$ cat config.mk
export PLATFORM = sky130hd
export DESIGN_NAME = rle_capture_word_decoder_unit
export DESIGN_NICKNAME = d
export VERILOG_FILES = /design/src/rtl/core/rcwd_pkg.sv /design/src/rtl/core/rle_capture_word_decoder_unit.sv /design/src/rtl/core/rcwd_ram.sv
export SDC_FILE = /design/constraint.sdc
export NUM_CORES = 1
export LEC_CHECK = 0
export BUFFER_PORTS_ARGS = -buffer_cell sky130_fd_sc_hd__buf_4
export CAP_MARGIN = 15
export CORE_MARGIN = 2
export CORE_UTILIZATION = 45
export CTS_CLUSTER_SIZE = 8
export DETAILED_ROUTE_END_ITERATION = 8
export PLACE_DENSITY_LB_ADDON = 0.05
export SYNTH_ARGS = -nofsm -noshare
export SYNTH_HDL_FRONTEND = slang
export SYNTH_SLANG_ARGS = --single-unit
$ cat constraint.sdc
create_clock -name clk_i -period 5.3 [get_ports clk_i]
set_input_delay 0.265 -clock clk_i [delete_from_list [all_inputs] [get_ports clk_i]]
set_output_delay 0.265 -clock clk_i [all_outputs]
set_load 0.02 [all_outputs]
$ cat src/rtl/core/rcwd_pkg.sv
// ----------------------------------------------------------------------------
// rcwd_pkg
// Types and constants shared by the capture word run-length decoder.
// ----------------------------------------------------------------------------
package rcwd_pkg;

  localparam int unsigned WordsPerSlice = 8;
  localparam int unsigned SlotW         = $clog2(WordsPerSlice);
  localparam int unsigned PosW          = $clog2(WordsPerSlice + 1);
  localparam int unsigned WordW         = 32;
  localparam int unsigned NibW          = 4;
  localparam int unsigned FullW         = WordW + NibW;
  localparam int unsigned LenFollowsBit = 35;
  localparam int unsigned SampleW       = 34;
  localparam int unsigned RunW          = 37;
  localparam int unsigned LimitW        = 48;
  localparam int unsigned CountW        = 24;
  localparam int unsigned CfgIdxW       = 1;

  typedef enum logic [CfgIdxW-1:0] {
    REG_SAMPLE_LIMIT = 1'b0,
    REG_WORD_COUNT   = 1'b1
  } cfg_reg_e;

  typedef enum logic [3:0] {
    S_IDLE = 4'b0001,
    S_READ = 4'b0010,
    S_CALC = 4'b0100,
    S_CLIP = 4'b1000
  } dec_state_e;

  typedef struct packed {
    logic [WordW-1:0] mem_word;
    logic             capture_start;
  } in_item_t;

  typedef struct packed {
    logic [SampleW-1:0] sample_value;
    logic [RunW-1:0]    repeat_count;
    logic               last;
  } out_item_t;

endpackage

$ cat src/rtl/core/rle_capture_word_decoder_unit.sv
// ----------------------------------------------------------------------------
// rle_capture_word_decoder_unit
// Run-length decoder for nine-word capture memory slices.
// ----------------------------------------------------------------------------
// Capture words arrive as requests on the input channel. The first eight words
// of a slice go into an 8x32 buffer RAM and are taken in one per cycle. The
// ninth word carries the high nibbles; on it the input closes and the decoder
// walks the buffer: a decoded word passes the RAM read, run/room compute and
// clip-and-accumulate steps, a skipped word stops after compute, and clip
// waits while the output is stalled. Each decoded word gives at most one
// result request, held in an output register; the next slice's first eight
// words are accepted while a result still waits. capture_start restarts the
// decoder at its word. The user must write sample_limit and word_count via the
// configuration channel only while idle; the block does not enforce this.
module rle_capture_word_decoder_unit
  import rcwd_pkg::*;
#(
  parameter int unsigned CHANNELS = 34
) (
  input  logic                 clk_i,
  input  logic                 rst_ni,
  input  logic                 cfg_valid_i,
  output logic                 cfg_ready_o,
  input  logic [CfgIdxW-1:0]   cfg_index_i,
  input  logic [LimitW-1:0]    cfg_data_i,
  input  logic                 in_valid_i,
  output logic                 in_ready_o,
  input  in_item_t             in_data_i,
  output logic                 out_valid_o,
  input  logic                 out_ready_i,
  output out_item_t            out_data_o
);

  dec_state_e           state_q, state_d;
  logic [PosW-1:0]      pos_q, pos_d, pos_eff;
  logic [SlotW-1:0]     idx_q, idx_d;
  logic [WordW-1:0]     nib_q, nib_d;
  logic                 lf_q, lf_d;
  logic [SampleW-1:0]   sample_q, sample_d;
  logic [LimitW-1:0]    emitted_q, emitted_d;
  logic [CountW-1:0]    wd_q, wd_d;
  logic                 fin_q, fin_d;
  logic [LimitW-1:0]    limit_q;
  logic [CountW-1:0]    wcount_q;
  logic [RunW-1:0]      run_q, run_d;
  logic [LimitW-1:0]    room_q, room_d;
  logic                 wc_hit_q, wc_hit_d;
  logic                 out_valid_q, out_valid_d;
  out_item_t            out_q, out_d;

  logic                 in_acc;
  logic                 ram_we;
  logic [WordW-1:0]     ram_rdata;
  logic [FullW-1:0]     full;
  logic                 skip;
  logic [LimitW-1:0]    clipped;
  logic                 last;
  logic                 emit;
  logic                 out_free;
  logic                 load_out;

  assign cfg_ready_o = 1'b1;
  assign in_ready_o  = (state_q == S_IDLE);
  assign in_acc      = in_valid_i && in_ready_o;
  assign pos_eff     = in_data_i.capture_start ? '0 : pos_q;
  assign ram_we      = in_acc && (pos_eff < PosW'(WordsPerSlice));

  rcwd_ram #(
    .Width (WordW),
    .Depth (WordsPerSlice)
  ) u_slice_ram (
    .clk_i   (clk_i),
    .we_i    (ram_we),
    .waddr_i (pos_eff[SlotW-1:0]),
    .wdata_i (in_data_i.mem_word),
    .raddr_i (idx_q),
    .rdata_o (ram_rdata)
  );

  // word i takes nibble bits 31-4i..28-4i
  assign full = {nib_q[(WordW - NibW) - NibW * idx_q +: NibW], ram_rdata};
  assign skip = fin_q || (wd_q >= wcount_q);

  assign clipped  = (LimitW'(run_q) > room_q) ? room_q : LimitW'(run_q);
  // clipped reaches room exactly when the limit is hit
  assign last     = (clipped == room_q) || wc_hit_q;
  assign emit     = last || (clipped != '0);
  assign out_free = !out_valid_q || out_ready_i;
  assign load_out = (state_q == S_CLIP) && emit && out_free;

  always_comb begin
    state_d     = state_q;
    pos_d       = pos_q;
    idx_d       = idx_q;
    nib_d       = nib_q;
    lf_d        = lf_q;
    sample_d    = sample_q;
    emitted_d   = emitted_q;
    wd_d        = wd_q;
    fin_d       = fin_q;
    run_d       = run_q;
    room_d      = room_q;
    wc_hit_d    = wc_hit_q;
    out_d       = out_q;
    out_valid_d = out_valid_q && !out_ready_i;

    case (state_q)
      S_IDLE: begin
        if (in_acc) begin
          if (in_data_i.capture_start) begin
            lf_d      = 1'b0;
            sample_d  = '0;
            emitted_d = '0;
            wd_d      = '0;
            fin_d     = 1'b0;
          end
          if (pos_eff < PosW'(WordsPerSlice)) begin
            pos_d = pos_eff + PosW'(1);
          end else begin
            pos_d   = '0;
            nib_d   = in_data_i.mem_word;
            idx_d   = '0;
            state_d = S_READ;
          end
        end
      end
      S_READ: begin
        state_d = S_CALC;
      end
      S_CALC: begin
        if (skip) begin
          if (idx_q == SlotW'(WordsPerSlice - 1)) begin
            state_d = S_IDLE;
          end else begin
            idx_d   = idx_q + SlotW'(1);
            state_d = S_READ;
          end
        end else begin
          wd_d     = wd_q + CountW'(1);
          wc_hit_d = ((wd_q + CountW'(1)) == wcount_q);
          if (!lf_q) begin
            sample_d = SampleW'(full[CHANNELS-1:0]);
            run_d    = RunW'(full[CHANNELS]) + RunW'(1);
            lf_d     = full[LenFollowsBit];
          end else begin
            run_d = {full, 1'b0};
            lf_d  = 1'b0;
          end
          room_d  = (limit_q > emitted_q) ? (limit_q - emitted_q) : '0;
          state_d = S_CLIP;
        end
      end
      S_CLIP: begin
        if (!emit || out_free) begin
          emitted_d = emitted_q + clipped;
          if (last) begin
            fin_d = 1'b1;
          end
          if (emit) begin
            out_valid_d        = 1'b1;
            out_d.sample_value = sample_q;
            out_d.repeat_count = clipped[RunW-1:0];
            out_d.last         = last;
          end
          if (idx_q == SlotW'(WordsPerSlice - 1)) begin
            state_d = S_IDLE;
          end else begin
            idx_d   = idx_q + SlotW'(1);
            state_d = S_READ;
          end
        end
      end
      default: begin
        state_d = S_IDLE;
      end
    endcase
  end

  always_ff @(posedge clk_i or negedge rst_ni) begin
    if (!rst_ni) begin
      state_q     <= S_IDLE;
      pos_q       <= '0;
      idx_q       <= '0;
      lf_q        <= 1'b0;
      sample_q    <= '0;
      emitted_q   <= '0;
      wd_q        <= '0;
      fin_q       <= 1'b0;
      limit_q     <= '1;
      wcount_q    <= '0;
      out_valid_q <= 1'b0;
    end else begin
      state_q     <= state_d;
      pos_q       <= pos_d;
      idx_q       <= idx_d;
      lf_q        <= lf_d;
      sample_q    <= sample_d;
      emitted_q   <= emitted_d;
      wd_q        <= wd_d;
      fin_q       <= fin_d;
      out_valid_q <= out_valid_d;
      if (cfg_valid_i) begin
        case (cfg_reg_e'(cfg_index_i))
          REG_SAMPLE_LIMIT: limit_q  <= cfg_data_i;
          REG_WORD_COUNT:   wcount_q <= cfg_data_i[CountW-1:0];
          default: ;
        endcase
      end
    end
  end

  always_ff @(posedge clk_i) begin
    nib_q    <= nib_d;
    run_q    <= run_d;
    room_q   <= room_d;
    wc_hit_q <= wc_hit_d;
    out_q    <= out_d;
  end

  assign out_valid_o = out_valid_q;
  assign out_data_o  = out_q;

  a_pos_range: assert property (@(posedge clk_i) disable iff (!rst_ni)
    pos_q <= PosW'(WordsPerSlice))
    else $error("slice position out of range");

  a_walk_pos_zero: assert property (@(posedge clk_i) disable iff (!rst_ni)
    (state_q != S_IDLE) |-> (pos_q == '0))
    else $error("buffer walk with nonzero slice position");

  a_no_overwrite: assert property (@(posedge clk_i) disable iff (!rst_ni)
    load_out |-> (!out_valid_q || out_ready_i))
    else $error("pending result overwritten");

  a_clip_bound: assert property (@(posedge clk_i) disable iff (!rst_ni)
    (state_q == S_CLIP) |-> (clipped <= room_q))
    else $error("clipped run exceeds room");

  a_last_finishes: assert property (@(posedge clk_i) disable iff (!rst_ni)
    (load_out && last) |=> fin_q)
    else $error("last result without finish");

endmodule

$ cat src/rtl/core/rcwd_ram.sv
// ----------------------------------------------------------------------------
// rcwd_ram
// Generic single-write, single-read RAM with registered read data.
// ----------------------------------------------------------------------------
module rcwd_ram #(
  parameter int unsigned Width = 32,
  parameter int unsigned Depth = 8
) (
  input  logic                     clk_i,
  input  logic                     we_i,
  input  logic [$clog2(Depth)-1:0] waddr_i,
  input  logic [Width-1:0]         wdata_i,
  input  logic [$clog2(Depth)-1:0] raddr_i,
  output logic [Width-1:0]         rdata_o
);

  logic [Width-1:0] mem_q [Depth];
  logic [Width-1:0] rdata_q;

  always_ff @(posedge clk_i) begin
    if (we_i) begin
      mem_q[waddr_i] <= wdata_i;
    end
    rdata_q <= mem_q[raddr_i];
  end

  assign rdata_o = rdata_q;

endmodule

Word-level counts from Yosys, hierarchy flattened
Memories as Yosys holds them, arrays and structs flattened. A register that Yosys moved wholly into a read port is not among the register bits. Cells that the tools add are included.

RAM bits: 256. Output and inout bits: 75. Bits of input ports: 87. Memories kept: 1. Register bits after elaboration: 382.

Order comparisons: 4. Bitwise gates (word level): 3. Add/subtract/negate cells: 7. Reductions and logical operators: 27. Muxes and demuxes: 42. Equal/unequal tests: 15. Shift operators: 1.

Memory list: u_slice_ram.mem_q (depth 8, bits a word 32, rd ports 1, clocked after Yosys merged registers in 1, write ports 1, line rcwd_ram.sv:17) `logic [Width-1:0] mem_q [Depth];`.

Operators with widths (number): 48-bit two-way mux (4); 34-bit two-way mux (4); 48-bit one-hot mux with 2 select lines (1); 24-bit two-way mux (3); 34-bit one-hot mux with 2 select lines (1); 48-bit adder (1); 48-bit equality test (1); 37-bit by 48-bit > comparator with 1-bit output (1); 48-bit > comparator (1); 24-bit one-hot mux with 2 select lines (1); 48-bit nonzero test (1); 48-bit subtractor (1); 37-bit two-way mux (1); 32-bit by 33-bit indexed part select with 4-bit output (1); 24-bit by 1-bit adder with 24-bit output, second input constant (1); 24-bit equality test (1); 24-bit >= comparator (1); 4-bit two-way mux (6); 4-bit one-hot mux with 4 select lines (1); 3-bit two-way mux (5); 5-bit AND reduction (3); 1-bit two-way mux (11); 2-bit inequality test, second input constant (5); 3-bit one-hot mux with 3 select lines (1); other kinds (22) (42).

Longest topological paths before layout
Gate-level depths: netlist of the first run.

Depth in word-level cells: 9. Mapped depth: 25. Mapped depth without buffers: 25.

Modules after synthesis
A second synthesis of the first run with hierarchy kept.

Cells, all modules: 2496. Area, all modules: 32945.3 um2.

By module, submodules not included: rle_capture_word_decoder_unit (cells an instance 2081, area an instance 22479.1 um2, instances 1); rcwd_ram (cells an instance 415, area an instance 10466.3 um2, instances 1).

Worst setup path after synthesis of the first run
OpenSTA, ideal clock, no wires.

Path type: register to register. Start point: register state_q[0]. End point: memory u_slice_ram.mem_q[2][0], enable pin. Setup slack: -0.393 ns. Buffers on the path: 1. Setup time: 0.501 ns. Data arrival time: 5.191 ns. Cell stages (with the launch flop): 5. Period minus slack after synthesis: 5.693 ns. Cells stage by stage: dfstp_2 nor4b_1 nand2_1 clkbuf_1 nor4_1.

Word-level cells in the longest chain between the ends: 5.

RTL lines: from (decl) (line rle_capture_word_decoder_unit.sv:34) `dec_state_e state_q, state_d;`; from (signal assigned) (line rle_capture_word_decoder_unit.sv:193) `state_q <= state_d;`; 4-bit by 1-bit equality test with 1-bit output (line rle_capture_word_decoder_unit.sv:63) `assign in_ready_o = (state_q == S_IDLE);`; via in_ready_o (line rle_capture_word_decoder_unit.sv:27) `output logic in_ready_o,`; 1-bit logical AND (line rle_capture_word_decoder_unit.sv:64) `assign in_acc = in_valid_i && in_ready_o;`; 1-bit logical AND (line rle_capture_word_decoder_unit.sv:66) `assign ram_we = in_acc && (pos_eff < PosW'(WordsPerSlice));`; 1-bit two-way mux (line rcwd_ram.sv:21) `if (we_i) begin`; 1-bit two-way mux (implied by the code) (line rcwd_ram.sv:22) `mem_q[waddr_i] <= wdata_i;`; to (decl) (line rcwd_ram.sv:17).

The timed path passes the listed nets, and every way through them passes these cells.

Worst setup path in the final report of the first run
Start point: register run_q[15]. End point: register emitted_q[40].

Word-level cells in the longest chain between the ends: 9. Elaborated cells between the ends (all ways): 13. Classes of those cells: add/sub: 1; order compare: 1; eq/ne: 2; mux: 3; reduce/logical: 6.

RTL lines: from (decl) (line rle_capture_word_decoder_unit.sv:45) `logic [RunW-1:0] run_q, run_d;`; from (signal assigned) (line rle_capture_word_decoder_unit.sv:214) `run_q <= run_d;`; 37-bit by 48-bit > comparator with 1-bit output (*) (line rle_capture_word_decoder_unit.sv:84) `assign clipped = (LimitW'(run_q) > room_q) ? room_q : LimitW'(run_q);`; 48-bit two-way mux (*) (line rle_capture_word_decoder_unit.sv:84); via clipped[2] (line rle_capture_word_decoder_unit.sv:56) `logic [LimitW-1:0] clipped;`; branches (longest 7 deep; another with 48-bit adder); to (signal assigned) (line rle_capture_word_decoder_unit.sv:198) `emitted_q <= emitted_d;`; to (decl) (line rle_capture_word_decoder_unit.sv:40) `logic [LimitW-1:0] emitted_q, emitted_d;`.

Mark *: on every way through the listed nets, which the timed path passes. The select of a mux whose other input is x is not followed. A chain may end at the register's enable or synchronous reset.

==> impl_metrics.env, run 1 <==
export IMPL_total_power_mw=13.31
export IMPL_synth_edf_count=446
export IMPL_period_needed_ns=5.567
export IMPL_reg2reg_depth=26
export IMPL_htreeDepth=3
export IMPL_hold_start="in_valid_i"
export IMPL_worst_pin_slew_ns=1.085
export IMPL_setup_viol=8
export IMPL_cts_sinks=670
export IMPL_outcome="finished with violations"
export IMPL_ys_flop_type="edfxtp_1"
export IMPL_critical_path_class="flop to flop"
export IMPL_synth_area_top_cells="edfxtp_1 (41%), dfrtp_1 (11%), ha_1 (6.3%), mux4_2 (4.9%), dfstp_2 (3.9%)"
export IMPL_std_cell_rows=99
export IMPL_ir_drop_mv=0.3002
export IMPL_ys_seq_area_frac=0.5747
export IMPL_period_share=1.050
export IMPL_violations="setup timing"
export IMPL_critPathCaptureType="flop"
export IMPL_slew_violations=0
export IMPL_power_leakage_nw=17.59
export IMPL_worst_hold_path_endpoint="fin_q$_DFFE_PN0P_"
export IMPL_drive_above_1_share=0.2801
export IMPL_hold_class="primary input to flop"
export IMPL_worstPathArrival_ns=6.08
export IMPL_fin_area_sq_um=42100
export IMPL_antenna_found_initial=2
export IMPL_placed_cells=3989
export IMPL_cts_buffers=94
export IMPL_viasPerCell=5.528
export IMPL_yosys_top_cells_count="edfxtp_1 (446), nand2_1 (262), ha_1 (166)"
export IMPL_r2r_end="emitted_q[40]$_DFFE_PN0P_"
export IMPL_hold_violations=0
export IMPL_finalWorstSetupSlack_ns=-0.2674
export IMPL_num_io_pins=162
export IMPL_clockBufferDepth=3
export IMPL_hpwl_um=71630
export IMPL_drt_pass1_iter_count=6
export IMPL_final_cells=4290
export IMPL_place_congestion=0.9801
export IMPL_r2r_slack_ns=-0.27
export IMPL_wl_met2_um=48330
export IMPL_dr_max_layer_used="met4"
export IMPL_area_growth_pct=28.02
export IMPL_path_max_fanout=8
export IMPL_place_area_sq_um=37440
export IMPL_yosysMostFrequentCell="edfxtp_1"
export IMPL_wl_met3_um=4789
export IMPL_synth_top_area_cell="edfxtp_1"
export IMPL_start_util=0.4522
export IMPL_grt_pass1_vias=23811
export IMPL_powerDensity_nw_per_um2=316.2
export IMPL_num_antenna_cells=0
export IMPL_startpoint_type="flop"
export IMPL_m1WireLength_um=43100
export IMPL_ys_types=94
export IMPL_wire_per_inst_um=23.36
export IMPL_vias=23713
export IMPL_grt_pass1_wl_um=148400
export IMPL_fmax_mhz=179.6
export IMPL_synthCells=2651
export IMPL_fp_dieArea_sq_um=75250
export IMPL_synth_cell_area_sq_um=32880
export IMPL_core_sq_um=72710
export IMPL_drt_iter0_drc=1912
export IMPL_ant_nets=0
export IMPL_synth_warnings=0
export IMPL_fin_skew_ns=0.06566
export IMPL_grt_overflow=0
export IMPL_cts_root_buffer="clkbuf_16"
export IMPL_reg2reg_from="run_q[15]$_SDFFCE_PN0P_"
export IMPL_hold_depth=3
export IMPL_async_flop_share=0.2866
export IMPL_wirelength_um=100200
export IMPL_synth_area_per_cell_sq_um=12.40
export IMPL_cts_tree="built"
export IMPL_yosys_area_top_type_share=0.4073
export IMPL_drc=0
export IMPL_fin_hold_ws_ns=0.1639
export IMPL_clock_latency_ns=0.67
export IMPL_grt_start_max_net_pins=77
export IMPL_relSlewSlack=0.2768
export IMPL_synth_seq_cells=670
export IMPL_path_clk_slew_ns=0.06
export IMPL_grt_usage=0.2660
export IMPL_port_buffer_count=160
export IMPL_nNetsFinal=3504
export IMPL_rsz0062_at_grt="true"
export IMPL_die_h_um=274.3
export IMPL_maxCapViolCount=0
export IMPL_die_w_um=274.3
export IMPL_worstPathRequired_ns=5.82
==> routing by layer <==
| layer | vias up | GRT usage |
|---|---|---|
| li1 | 11047 | - |
| met1 | 11813 | 0.3569 |
| met2 | 670 | 0.4382 |
| met3 | 183 | 0.03818 |
| met4 | 0 | 0.1023 |
| met5 | - | 0 |
==> registers in the layout, indices dropped and copies added (netlist names) <==
name                 flops
run_q                   37
sample_q                34
out_valid_o              1
limit_q                 48
idx_q                    3
u_slice_ram.mem_q      256
out_data_o              72
emitted_q               48
wcount_q                24
pos_q                    4
room_q                  48
wd_q                    24
u_slice_ram.rdata_o     32
nib_q                   32
lf_q                     1
fin_q                    1
wc_hit_q                 1
state_q                  4
==> cell families after synthesis <==
kind of cell               after synthesis  share of synthesized area
DFF                                    670                     0.5747
adders and majority gates              168                    0.06438
other                                    2                  0.0002284
xor gates and xnor gates               140                    0.03729
AOI/OAI and AO/OA                      546                     0.1080
buffers and inverters                  237                    0.02800
muxes                                  157                    0.07793
and+or+nand+nor                        731                     0.1094
==> layout by cell type (no fill, tap or decap), types with 72 or more instances in the layout <==
master	instances
dfrtp_1	141
nand2_1	260
clkbuf_16	98
inv_1	136
a21oi_1	97
dlygate4sd3_1	82
clkbuf_1	74
nor2_1	122
nand3_1	73
mux4_2	72
ha_1	150
edfxtp_1	446
a21o_1	79
buf_4	487
o21ai_0	120
==> final cells by class <==
cell class                      instances  area [sq um]
Clock buffer                          171          2671
Clock inverter                          7         178.9
Fill cell                            6068         30610
Inverter                              140         528.0
Multi-Input combinational cell       1753         13750
Sequential cell                       670         18900
Tap cell                              959          1200
Timing Repair Buffer                  590          4868
==> stage by stage <==
stage	util	worst slack [ns]	setup TNS, ns
floorplan	-	-0.3927	-25.13
global placement	0.5149	-0.6158	-6.558
detailed placement	0.5149	-0.8149	-8.897
CTS	0.5711	-0.2780	-1.497
global route	0.5790	-0.5289	-4.659
finish	0.5790	-0.2674	-1.629
==> report_power, final <==
group | total [mW] | internal, mW | leakage (nW) | switching [mW]
clock network | 5.75 | 3.41 | 1.34 | 2.34
registers | 6.03 | 5.87 | 6.87 | 0.163
logic | 1.53 | 0.653 | 9.38 | 0.881
total | 13.3 | 9.92 | 17.6 | 3.39
==> repair_timing <==
item,in CTS,in global routing
hold buffers,82,0
cloned,1,5
setup buffers,15,24
endpoints found under the setup margin,27,24
hold endpoints to repair,426,0
pin swaps,34,58
gates resized for setup,73,77
==> critical path, cell delays in order, from the launching register on <==
cell and delay [ns]:
edfxtp_1 0.41, ha_1 0.33, nand4_1 0.22, or2_1 0.31, or3_4 0.40, o311a_4 0.15
a211oi_4 0.31, buf_12 0.19, nand2_1 0.07, o21ai_1 0.11, ha_2 0.31, buf_4 0.14
nor2b_2 0.14, o21ai_2 0.16, a21boi_2 0.09, o211ai_1 0.19, buf_4 0.17, a21oi_4 0.06
o211ai_1 0.19, buf_4 0.18, a2111oi_4 0.07, buf_4 0.16, o211ai_1 0.25, a211oi_2 0.12
o31a_1 0.30, o21a_1 0.18, o31ai_2 0.21
==> worst max path at each step <==
| stage | from | endpoint | slack, ns | cells past startpoint |
|---|---|---|---|---|
| floorplan | state_q[0]$_DFFE_PN1P_ | u_slice_ram.mem_q[2][0]$_DFFE_PP_ | -0.39 | 4 |
| global placement | room_q[13]$_SDFFCE_PP0P_ | emitted_q[47]$_DFFE_PN0P_ | -0.62 | 26 |
| detailed placement | run_q[13]$_SDFFCE_PN0P_ | emitted_q[47]$_DFFE_PN0P_ | -0.81 | 25 |
| CTS | run_q[27]$_SDFFCE_PN0P_ | emitted_q[44]$_DFFE_PN0P_ | -0.28 | 27 |
| global route | run_q[14]$_SDFFCE_PN0P_ | emitted_q[40]$_DFFE_PN0P_ | -0.53 | 26 |
| finish | run_q[15]$_SDFFCE_PN0P_ | emitted_q[40]$_DFFE_PN0P_ | -0.27 | 26 |
Power figures use the tool's default switching activity.
==> run 2, diff against run 1 <==
Settings changed: ABC_CLOCK_PERIOD_IN_PS set to 5300, REMOVE_ABC_BUFFERS set to 1.
==> run 2 against run 1 <==
Against the previous run:
- the flow still finishes with violations (setup timing)
- cell area grew 0.29%
- worst hold slack gained 0.019 ns
- routed wire length shrank 4.5%
- highest routed layer unchanged
- total power shrank 0.66%
- largest cell class unchanged
- sequential share of layout area shrank 0.13 points
- setup slack gained 0.060 ns
- die area is the same
- maximum frequency grew 1.1%
- register-to-register slack gained 0.06 ns
- global-route usage shrank 1.2 points
==> impl_metrics.env, run 2 (same netlist as run 1, synthesis figures left out) <==
export IMPL_grt_overflow=0
export IMPL_std_cell_rows=99
export IMPL_viasPerCell=5.476
export IMPL_drt_pass1_iter_count=8
export IMPL_relSlewSlack=0.3467
export IMPL_drive_above_1_share=0.2862
export IMPL_critical_path_buf_inv_count=10
export IMPL_slowest_delay_ns=0.40
export IMPL_fin_skew_ns=0.06015
export IMPL_slew_violations=0
export IMPL_core_sq_um=72710
export IMPL_crit_cells=29
export IMPL_area_growth_pct=28.40
export IMPL_worst_pin_slew_ns=0.9776
export IMPL_worstPathArrival_ns=6.03
export IMPL_outcome="finished with violations"
export IMPL_fin_util=0.5807
export IMPL_grt_start_max_net_pins=99
export IMPL_worstPathRequired_ns=5.82
export IMPL_crit_end="emitted_q[46]$_DFFE_PN0P_"
export IMPL_critical_path_class="flop to flop"
export IMPL_hold_class="primary input to flop"
export IMPL_die_w_um=274.3
export IMPL_wirelength_um=95720
export IMPL_powerDensity_nw_per_um2=313.2
export IMPL_die_h_um=274.3
export IMPL_clock_latency_ns=0.68
export IMPL_drt_iter0_drc=1690
export IMPL_period_needed_ns=5.507
export IMPL_port_buffer_count=160
export IMPL_num_io_pins=162
export IMPL_tns_ns=-1.396
export IMPL_critPathSlowestCell="or3_4"
export IMPL_reg2reg_depth=29
export IMPL_hold_violations=0
export IMPL_startpoint_type="flop"
export IMPL_nNetsFinal=3517
export IMPL_clockBufferDepth=3
export IMPL_rsz0062_at_grt="true"
export IMPL_violations="setup timing"
export IMPL_path_clk_slew_ns=0.05
export IMPL_vias=23563
export IMPL_largest_register="u_slice_ram.mem_q"
export IMPL_placed_cells=3999
export IMPL_path_max_fanout=6
export IMPL_reg2reg_from="room_q[14]$_SDFFCE_PP0P_"
export IMPL_setup_viol=11
export IMPL_fin_hold_ws_ns=0.1829
export IMPL_wire_per_inst_um=22.25
export IMPL_cts_buffers=94
export IMPL_maxCapViolCount=0
export IMPL_antenna_found_initial=0
export IMPL_ant_nets=0
export IMPL_critPathCaptureType="flop"
export IMPL_final_cell_mix="buf_4 (503), edfxtp_1 (446), nand2_1 (257)"
export IMPL_cts_root_buffer="clkbuf_16"
export IMPL_ir_drop_mv=0.2780
export IMPL_period_share=1.039
export IMPL_hpwl_um=67500
export IMPL_cts_tree="built"
export IMPL_start_util=0.4522
export IMPL_drc=0
export IMPL_crit_start="room_q[14]$_SDFFCE_PP0P_"
export IMPL_grt_usage=0.2542
export IMPL_finalWorstSetupSlack_ns=-0.2072
export IMPL_r2r_slack_ns=-0.21
export IMPL_final_common_cell="buf_4"
export IMPL_fmax_mhz=181.6
export IMPL_num_antenna_cells=0
export IMPL_total_power_mw=13.22
export IMPL_grt_pass1_wl_um=144000
export IMPL_crit_top_cell="buf_4"
export IMPL_largest_reg_flops=256
export IMPL_power_leakage_nw=17.64
export IMPL_final_cells=4303
export IMPL_cp_top_family="compound AO/OA/AOI/OAI gates"
export IMPL_place_congestion=0.9198
export IMPL_htreeDepth=3
export IMPL_r2r_end="emitted_q[46]$_DFFE_PN0P_"
export IMPL_grt_pass1_vias=23740
export IMPL_fp_dieArea_sq_um=75250
export IMPL_cts_sinks=670
[run 2: cell types whose count changed in the layout (fill, tap and decap cells not counted), moves of 3 or more]
cell       previous run  this run
clkbuf_8              4         1
inv_1               136       133
ha_4                 12        16
a211oi_2              5         2
buf_4               487       503
clkbuf_16            98        95
ha_2                  4         1
nand2_2               2         6
inv_2                 3         6
nand2_1             260       257
[run 2: per-stage QoR]
stage               area [sq um]  setup WS, ns
global placement           37490       -0.6670
detailed placement         37490       -0.7497
floorplan                  32520        -1.611
global route               42220       -0.4707
CTS                        41680       -0.2243
finish                     42220       -0.2072
[run 2: per-layer routing]
layer | up-vias | GRT usage | part of all wire
met3 | 131 | 0.03240 | 0.040
met2 | 575 | 0.4165 | 0.48
met1 | 11788 | 0.3588 | 0.46
met5 | - | 0 | 0
met4 | 0 | 0.06550 | 0.024
li1 | 11069 | - | -
[run 2: area by class of cell]
cell class	instances	area [sq um]
fillers	6062	30490
flip-flops and latches	670	18900
multi-input cells	1753	13840
repair buffers	603	4897
clock buffers	171	2663
well taps	959	1200
inverters	140	528.0
clock inverters	7	187.7
[run 2: report_power, final]
group,leakage [nW],internal (mW),switching [mW],total [mW]
logic,9.44,0.654,0.842,1.50
registers,6.87,5.87,0.154,6.02
clock network,1.33,3.39,2.31,5.71
[run 2: worst min path at each step]
| stage | start | end | slack, ns | depth (start not counted) |
|---|---|---|---|---|
| finish | in_valid_i | fin_q$_DFFE_PN0P_ | 0.18 | 3 |
| global route | in_valid_i | fin_q$_DFFE_PN0P_ | 0.22 | 3 |
| CTS | in_valid_i | fin_q$_DFFE_PN0P_ | 0.15 | 3 |
| detailed placement | rst_ni | wd_q[17]$_DFFE_PN0P_ | 0.39 | 1 |
| global placement | rst_ni | wd_q[17]$_DFFE_PN0P_ | 0.39 | 1 |
| floorplan | rst_ni | emitted_q[0]$_DFFE_PN0P_ | -0.03 | 0 |
[run 2: worst min-delay path: cells and delay by family]
family	cells	cell delay, ns
buffers and inverters	1	0.10
and+or+nand+nor	1	0.30
AOI/OAI and AO/OA	1	0.11
[run 2: what timing repair did]
item / in CTS / in global routing
resized for setup: 87 / 86
setup buffers: 26 / 25
setup endpoints to repair: 24 / 24
hold buffers: 82 / 0
hold endpoints to repair: 424 / 0
pin swaps: 43 / 72
cloned: 1 / 0
